## config.mk

```make
export PLATFORM = sky130hd
export DESIGN_NAME = dslu_utf8_enc
export DESIGN_NICKNAME = d
export VERILOG_FILES = /design/src/rtl/dslu_pkg.sv /design/src/rtl/dslu_utf8_enc.sv
export SDC_FILE = /design/constraint.sdc
export NUM_CORES = 1
export LEC_CHECK = 0
export BUFFER_PORTS_ARGS = -buffer_cell sky130_fd_sc_hd__buf_2
export CORE_MARGIN = 2
export CORE_UTILIZATION = 46
export DETAILED_ROUTE_END_ITERATION = 10
export GPL_TIMING_DRIVEN = 0
export PLACE_DENSITY = 0.91
export SLEW_MARGIN = 20
export SYNTH_ARGS = -nofsm -noshare
export SYNTH_HDL_FRONTEND = slang
export SYNTH_SLANG_ARGS = --single-unit
export TNS_END_PERCENT = 20
```

## constraint.sdc

```tcl
create_clock -name vclk -period 2.88
set_clock_uncertainty 0.2 [all_clocks]
set_input_delay 0.288 -clock vclk [all_inputs]
set_output_delay 0.288 -clock vclk [all_outputs]
set_load 0.01 [all_outputs]
```

## src/rtl/dslu_pkg.sv

```systemverilog
// Shared types, codes and constants of the divider-set lookup unit.
package dslu_pkg;

  localparam int unsigned CP_W          = 31;
  localparam int unsigned IDX_W         = 10;
  localparam int unsigned TOTAL_W       = 11;
  localparam int unsigned BUILTIN_TOTAL = 65;
  localparam int unsigned BUILTIN_IW    = $clog2(BUILTIN_TOTAL);

  typedef enum logic [1:0] {
    OP_CLEAR  = 2'd0,
    OP_APPEND = 2'd1,
    OP_QUERY  = 2'd2,
    OP_READ   = 2'd3
  } op_e;

  typedef enum logic [1:0] {
    SRC_TABLE   = 2'd0,
    SRC_BUILTIN = 2'd1,
    SRC_EMPTY   = 2'd2,
    SRC_UNUSED  = 2'd3
  } src_e;

  typedef enum logic [1:0] {
    STATUS_OK    = 2'd0,
    STATUS_FULL  = 2'd1,
    STATUS_RANGE = 2'd2,
    STATUS_ORDER = 2'd3
  } status_e;

  localparam logic [7:0] LEAD_2    = 8'hC0;
  localparam logic [7:0] LEAD_3    = 8'hE0;
  localparam logic [7:0] LEAD_4    = 8'hF0;
  localparam logic [7:0] LEAD_5    = 8'hF8;
  localparam logic [7:0] LEAD_6    = 8'hFC;
  localparam logic [7:0] CONT_MARK = 8'h80;
  localparam logic [7:0] CONT_MASK = 8'h3F;

  typedef struct packed {
    logic [2:0]      count;
    logic [5:0][7:0] bytes;
  } utf8_t;

  typedef logic [BUILTIN_TOTAL-1:0][6:0] builtin_lut_t;

  function automatic logic is_alnum_ascii(logic [6:0] c);
    return (c >= 7'h30 && c <= 7'h39) || (c >= 7'h41 && c <= 7'h5A) ||
           (c >= 7'h61 && c <= 7'h7A);
  endfunction

  // Continuation byte from the low six bits of x.
  function automatic logic [7:0] cont_byte(logic [5:0] x);
    return CONT_MARK | ({2'b00, x} & CONT_MASK);
  endfunction

  // Members of the built-in set in ascending order, built at elaboration.
  function automatic builtin_lut_t build_builtin_lut();
    builtin_lut_t lut;
    int           n;
    lut = '0;
    n   = 0;
    for (int c = 1; c < 128; c++) begin
      if (!is_alnum_ascii(7'(c))) begin
        lut[n] = 7'(c);
        n++;
      end
    end
    return lut;
  endfunction

  localparam builtin_lut_t BUILTIN_LUT = build_builtin_lut();

endpackage

```

## src/rtl/dslu_utf8_enc.sv

```systemverilog
// Original-style UTF-8 encoder, 1 to 6 bytes for a 31-bit code point.
module dslu_utf8_enc import dslu_pkg::*; (
  input  logic [CP_W-1:0] value_i,
  output utf8_t           enc_o
);

  always_comb begin
    enc_o = '0;
    if (value_i[30:7] == '0) begin
      enc_o.count    = 3'd1;
      enc_o.bytes[0] = {1'b0, value_i[6:0]};
    end else if (value_i[30:11] == '0) begin
      enc_o.count    = 3'd2;
      enc_o.bytes[0] = LEAD_2 | {3'b000, value_i[10:6]};
      enc_o.bytes[1] = cont_byte(value_i[5:0]);
    end else if (value_i[30:16] == '0) begin
      enc_o.count    = 3'd3;
      enc_o.bytes[0] = LEAD_3 | {4'b0000, value_i[15:12]};
      enc_o.bytes[1] = cont_byte(value_i[11:6]);
      enc_o.bytes[2] = cont_byte(value_i[5:0]);
    end else if (value_i[30:21] == '0) begin
      enc_o.count    = 3'd4;
      enc_o.bytes[0] = LEAD_4 | {5'b00000, value_i[20:18]};
      enc_o.bytes[1] = cont_byte(value_i[17:12]);
      enc_o.bytes[2] = cont_byte(value_i[11:6]);
      enc_o.bytes[3] = cont_byte(value_i[5:0]);
    end else if (value_i[30:26] == '0) begin
      enc_o.count    = 3'd5;
      enc_o.bytes[0] = LEAD_5 | {6'b000000, value_i[25:24]};
      enc_o.bytes[1] = cont_byte(value_i[23:18]);
      enc_o.bytes[2] = cont_byte(value_i[17:12]);
      enc_o.bytes[3] = cont_byte(value_i[11:6]);
      enc_o.bytes[4] = cont_byte(value_i[5:0]);
    end else begin
      enc_o.count    = 3'd6;
      enc_o.bytes[0] = LEAD_6 | {7'b0000000, value_i[30]};
      enc_o.bytes[1] = cont_byte(value_i[29:24]);
      enc_o.bytes[2] = cont_byte(value_i[23:18]);
      enc_o.bytes[3] = cont_byte(value_i[17:12]);
      enc_o.bytes[4] = cont_byte(value_i[11:6]);
      enc_o.bytes[5] = cont_byte(value_i[5:0]);
    end
  end

endmodule

```

* After elaboration in Yosys (flattened, before gate mapping)
Index checks and enable logic that the tools add are counted.
** Storage, ports and cells
- Register bits :: 0
- Latch bits :: 0
- Memory bits (writable) :: 0
- Memory bits (read-only) :: 0
- Logic and storage cells :: 24
- Memories kept :: 0
** Operators by class
- Add/sub/neg operators :: 0
- Multipliers :: 0
- Div/mod/pow operators :: 0
- $lt $le $gt $ge :: 0
- Equality and inequality tests :: 0
- Shift-type cells :: 0
- Muxes and demuxes :: 19
- Bitwise operators :: 0
- Reductions and logical operators :: 5
** Operator list (number)
- $mux 40 :: 5
- $mux 32 :: 2
- $mux 24 :: 2
- $mux 38 :: 1
- $mux 16 :: 2
- $logic_not 24->1 :: 1
- $logic_not 20->1 :: 1
- $mux 8 :: 2
- $logic_not 15->1 :: 1
- $mux 3 :: 4
- $logic_not 10->1 :: 1
- $logic_not 5->1 :: 1
- $mux 2 :: 1

* Logic depth before layout (Yosys ltp)
Gate-level depths: netlist (run 1).
- Depth in word-level cells :: 10
- Depth in mapped cells :: 9
- Depth with buffers taken out :: 7

* Least setup slack after synthesis (run 1)
No wires, ideal clock.
- Kind :: input -> output
- Start :: in value_i[22]
- End :: out enc_o[0] in the netlist's numbering
- Data arrival time :: 1.722 ns
- Data required time :: 2.392 ns
- Slack :: 0.670 ns
- Stages :: 7
- Cell sequence :: or3_4 or3_1 buf_6 buf_6 nor2_1 o21ai_0 a31oi_1
** RTL lines
- start, declared :: RTL line dslu_utf8_enc.sv:3 : input logic [CP_W-1:0] value_i,
- end, declared :: RTL line dslu_utf8_enc.sv:4 : output utf8_t enc_o

==> metrics.yaml, run 1 <==
sta:
  worst_pin_slew_ns: 0.833
  max_freq_mhz: 377
  finalSetupViolCount: 0
  grt_setup_unrepaired: "no"
  period_share: 0.922
  tns_ns: 0
  fin_ws_ns: 0.225
  hold_violations: 0
  slew_violations: 0
  fin_crit_ns: 2.66
  slew_headroom: 0.440
clock_tree:
  cts_resized: 0
  postCtsSetupBuffers: 0
  hold_buffers: 0
cells_and_area:
  final_nets: 271
  ff_latch_area_um2: 0
  nFillCells: 215
  antennaDiodeCount: 0
  seq_cells: 0
  utilization: 0.684
  drive_above_1_share: 0.454
  n_clock_buffer: 0
  area_growth_pct: 40.4
min_path:
  hold_depth: 4
  hold_class: "input pin to output port"
synthesis:
  ys_seq_area_frac: 0
  synth_top_cell_area_share: 0.0731
  synth_area_leaders: "nor2_1 (7.3%), a21oi_1 (6.5%), a22o_1 (6.5%), a221oi_1 (5.7%), mux2i_1 (5.6%)"
  avgSynthCellArea_um2: 6.87
  yosysMostFrequentCell: "nor2_1"
  synth_common_cells: "nor2_1 (21), a21oi_1 (14), a22o_1 (8), and2_1 (8), nand2_1 (8)"
  synth_top_area_cell: "nor2_1"
  synth_area_um2: 1080
  yosys_warnings: 0
  synth_cell_types: 45
  postSynthCellCount: 157
critical_path:
  cp-end-kind: "output port"
  worst-path-stages: 8
  slowest_delay_ns: 0.45
  criticalPathCategory: "input pin to output port"
  required_ns: 2.39
  crit_buf_inv: 4
  start_kind: "input pin"
  cp_top_family: "simple AND/OR/NAND/NOR gates"
  critPathMostFrequentCell: "buf_2"
  cp_max_fo: 10
  crit_start: "value_i[27]"
  crit_chain: "buf_2 > nor4_1 > and2_1 > buf_2 > inv_1 > nor2_1 > a22o_1 > buf_2"
  cp_slowest_cell: "nor2_1"
  timing.critical_path.to: "enc_o[32]"
  crit_arrival_ns: 2.17
detailed_routing:
  routed_wl_mm: 4.16
  dr.pass1.iters: 5
  ant_nets: 0
  drt_iter0_drc: 110
  wire_per_inst_um: 15.6
  drc: 0
  vias_per_cell: 6.16
  vias: 1638
placement:
  gp_congestion: 0.949
  dpl.hpwl_mm: 3.12
  io_buffers: 77
  detailedPlace.worstSlack_ns: 0.292
global_route:
  grt_pass1_wl_mm: 6.41
  grt.total_usage: 0.297
  overflow: 0
  antenna_found_initial: 0
  grt_max_degree: 11
  grt_pass1_vias: 1411
pwr:
  clockPowerShare: 0
  ir_drop_mv: 0.0676
  intPower_uw: 71.4
  p_seq_frac: 0
  switchingPower_uw: 94.7
  swShare: 0.570
  p_comb_frac: 1.000
  p_per_area_nw_per_um2: 110
  p_leak_uw: 0.000708
floorplanning:
  ios: 82
  die-height_um: 52.4
  dieWidth_um: 52.4
  std_cell_rows: 17
  dieArea_um2: 2750
  start_util: 0.488
  fp.coreArea_um2: 2210
outcome:
  status: "finished, final reports clean"
run:
  cap_violations: 0
==> cells by family (layout without fill, tap and decap cells) <==
| logic type | after synthesis | in the layout | share of synthesized area |
|---|---|---|---|
| mux | 7 | 7 | 0.0661 |
| compound gates | 67 | 67 | 0.452 |
| buf+inv | 24 | 101 | 0.154 |
| other cells | 1 | 5 | 0.00348 |
| simple gates | 58 | 58 | 0.324 |
==> worst min-delay path by stage <==
stage / start / end
after floorplan: value_i[29] / enc_o[13]
after global placement: value_i[29] / enc_o[13]
after detailed placement: value_i[29] / enc_o[13]
after CTS: value_i[29] / enc_o[13]
after global routing: value_i[29] / enc_o[13]
final: value_i[29] / enc_o[13]
==> layout make-up <==
| type | instances | area (um^2) | share of cell area |
|---|---|---|---|
| multi-input combinational | 137 | 927 | 0.612 |
| timing repair buffer | 77 | 385 | 0.255 |
| buffer | 19 | 140 | 0.0926 |
| tap | 28 | 35.0 | 0.0231 |
| inverter | 5 | 26.3 | 0.0174 |
==> placed cells by master (no fill, tap or decap), types with 2 or more instances in the layout <==
master     n
buf_4      7
clkbuf_1   2
nor4_1     4
a31o_1     4
nor2_1    21
buf_6      5
nand3_1    2
a21oi_1   14
nor3_2     2
mux2i_1    6
a22o_1     8
o21ai_0    7
conb_1     5
a21o_1     4
a211oi_1   6
a31o_2     2
nand2_1    8
inv_1      3
or3_1      2
a221oi_1   7
o21ai_1    5
and2_1     8
a31oi_1    4
buf_2     81
==> worst min-delay path, cell delays in order <==
cell	delay (ns)
buf_2	0.11
a21oi_1	0.05
nand2_1	0.05
buf_2	0.12
==> routing by layer <==
| metal | wire length (um) | up-vias | global-route usage |
|---|---|---|---|
| met3 | 558 | 10 | 0.0171 |
| met2 | 1930 | 133 | 0.515 |
| met1 | 1600 | 737 | 0.393 |
| li1 | - | 758 | - |
| met4 | 71 | 0 | 0.0812 |
| met5 | 0 | - | 0 |
==> power groups by stage <==
stage          combinational (uW)  clock (uW)  sequential [uW]
5_1_grt                       180           0                0
6_report                      166           0                0
3_3_place_gp                  161           0                0
2_1_floorplan                81.3           0                0
4_1_cts                       164           0                0
3_5_place_dp                  163           0                0
==> stage by stage <==
| step | instances | hold slack (ns) | area, um^2 | total power, uW |
|---|---|---|---|---|
| after detailed placement | 266 | 0.692 | 1510 | 163 |
| final | 266 | 0.698 | 1510 | 166 |
| after floorplan | 161 | 0.484 | 1090 | 81.3 |
| after global routing | 266 | 0.721 | 1510 | 180 |
| after CTS | 266 | 0.691 | 1510 | 164 |
| after global placement | 266 | 0.695 | 1510 | 161 |
(Power assumes the default switching activity.)
==> run 2: changes to the inputs <==
- SETUP_SLACK_MARGIN: not set -> 0.5
==> run 2 against run 1 <==
  * Combinational power increased by 14%
  * Total power increased by 14%
  * Worst hold slack improved by 0.045 ns
  * Sequential share of layout area unchanged
  * Global-route usage increased by 2.5 points
  * First-iteration DRC count increased by 5.5%
  * Critical path type unchanged
  * Highest routed layer unchanged
==> metrics.yaml, run 2 (same netlist as run 1, synthesis figures left out) <==
outcome:
  status: "finished, final reports clean"
floorplanning:
  dieWidth_um: 52.4  # unchanged
  dieArea_um2: 2750  # unchanged
  start_util: 0.488  # unchanged
  die-height_um: 52.4  # unchanged
  std_cell_rows: 17  # unchanged
  ios: 82  # unchanged
  fp.coreArea_um2: 2210  # unchanged
cells_and_area:
  multi_input_area_um2: 1040  # +12%
  utilization: 0.813  # +0.129
  final_nets: 286  # +5.5%
  layout_commonest_cell: "buf_2"
  mostFrequentLayoutCells: "buf_2 (79), buf_4 (21), nor2_1 (19)"
  nFillCells: 149  # -31%
  seq_cells: 0  # unchanged
  antennaDiodeCount: 0  # unchanged
  drive_above_1_share: 0.561  # +0.107
  n_clock_buffer: 0  # unchanged
  ff_latch_area_um2: 0  # unchanged
  area_growth_pct: 66.8
run:
  cap_violations: 0  # unchanged
min_path:
  hold_class: "input pin to output port"
pwr:
  p_seq_frac: 0  # unchanged
  total_power_uw: 190  # +14%
  p_per_area_nw_per_um2: 106  # -3.8%
  swShare: 0.576  # +0.00592
  p_comb_frac: 1.000  # about the same
  switchingPower_uw: 109  # +16%
  ir_drop_mv: 0.0880  # +30%
  intPower_uw: 80.6  # +13%
  clockPowerShare: 0  # unchanged
  p_leak_uw: 0.000846  # +19%
global_route:
  grt.total_usage: 0.322  # +0.0254
  grt_max_degree: 11  # unchanged
  grt_pass1_wl_mm: 6.93  # +8.1%
  grt_pass1_vias: 1436  # +1.8%
  overflow: 0  # unchanged
  antenna_found_initial: 0  # unchanged
critical_path:
  timing.critical_path.to: "enc_o[32]"
  required_ns: 2.39  # about the same
  start_kind: "input pin"
  cp_max_fo: 10  # unchanged
  crit_start: "value_i[27]"
  crit_arrival_ns: 2.00  # -0.17 ns
  criticalPathCategory: "input pin to output port"
  cp-end-kind: "output port"
sta:
  slew_violations: 0  # unchanged
  fin_ws_ns: 0.391  # +0.166 ns
  slew_headroom: 0.407  # -0.0330
  fin_crit_ns: 2.49  # -0.166 ns
  worst_pin_slew_ns: 0.883  # +0.0491 ns
  hold_violations: 0  # unchanged
  period_share: 0.864  # -0.0577
  finalSetupViolCount: 0  # unchanged
  max_freq_mhz: 402  # +6.7%
  tns_ns: 0  # unchanged
  grt_setup_unrepaired: "yes"
  timing.hold.ws_ns: 0.743  # +0.0452 ns
placement:
  dpl.hpwl_mm: 3.12  # unchanged
  gp_congestion: 0.949  # unchanged
  io_buffers: 77  # unchanged
  detailedPlace.worstSlack_ns: 0.292  # unchanged
detailed_routing:
  wire_per_inst_um: 18.6  # +19%
  dr.pass1.iters: 5  # unchanged
  ant_nets: 0  # unchanged
  drt_iter0_drc: 116  # +5.5%
  vias_per_cell: 6.29  # +2.2%
  vias: 1768  # +7.9%
  routed_wl_mm: 5.24  # +26%
  drc: 0  # unchanged
clock_tree:
  hold_buffers: 0  # unchanged
-- run 2: changes by cell type in the layout (fill, tap and decap cells not counted), sizes merged --
| cell | previous run | this run |
|---|---|---|
| clkbuf | 2 | 3 |
| buf | 94 | 108 |
-- run 2: metrics by stage --
stage | instance area, um^2 | std cells
final | 1800 | 281
after global placement | 1510 | 266
after global routing | 1800 | 281
after floorplan | 1090 | 161
after CTS | 1600 | 271
after detailed placement | 1510 | 266
-- run 2: worst min-delay path by stage --
stage | to | start | slack, ns | cells past startpoint
after floorplan | enc_o[13] | value_i[29] | 0.48 | 2
after global placement | enc_o[13] | value_i[29] | 0.69 | 4
after detailed placement | enc_o[13] | value_i[29] | 0.69 | 4
after CTS | enc_o[13] | value_i[29] | 0.70 | 4
after global routing | enc_o[13] | value_i[29] | 0.76 | 4
final | enc_o[5] | value_i[5] | 0.74 | 4
-- run 2: repair_timing --
item	4_1_cts	5_1_grt
resized for setup	10	28
pin swaps	4	14
cloned	0	1
setup endpoints to repair	37	37
buffers inserted	5	9
-- run 2: power by group through the flow --
| stage | logic (uW) | registers [uW] | clock network (uW) |
|---|---|---|---|
| 2_1_floorplan | 81.3 | 0 | 0 |
| 3_3_place_gp | 161 | 0 | 0 |
| 3_5_place_dp | 163 | 0 | 0 |
| 4_1_cts | 169 | 0 | 0 |
| 5_1_grt | 202 | 0 | 0 |
| 6_report | 190 | 0 | 0 |
-- run 2: layout make-up --
| class | instances | area share |
|---|---|---|
| multi-input combinational | 137 | 0.579 |
| timing repair buffer | 92 | 0.294 |
| buffer | 19 | 0.0925 |
| tap | 28 | 0.0195 |
| inverter | 5 | 0.0146 |
-- run 2: metal layers --
metal  up-vias  GRT usage  wire length, um
met5         -          0                0
met4         0     0.0598              152
met3        17     0.0143              786
met2       179      0.569             2390
met1       784      0.432             1910
li1        788          -                -
-- run 2: worst max-delay path, cell delays in order --
cell and delay, ns:
buf_2 0.14, nor4_4 0.32, and2_1 0.20, buf_4 0.19, inv_1 0.18, nor2_2 0.35, a22o_1 0.19, buf_2 0.13
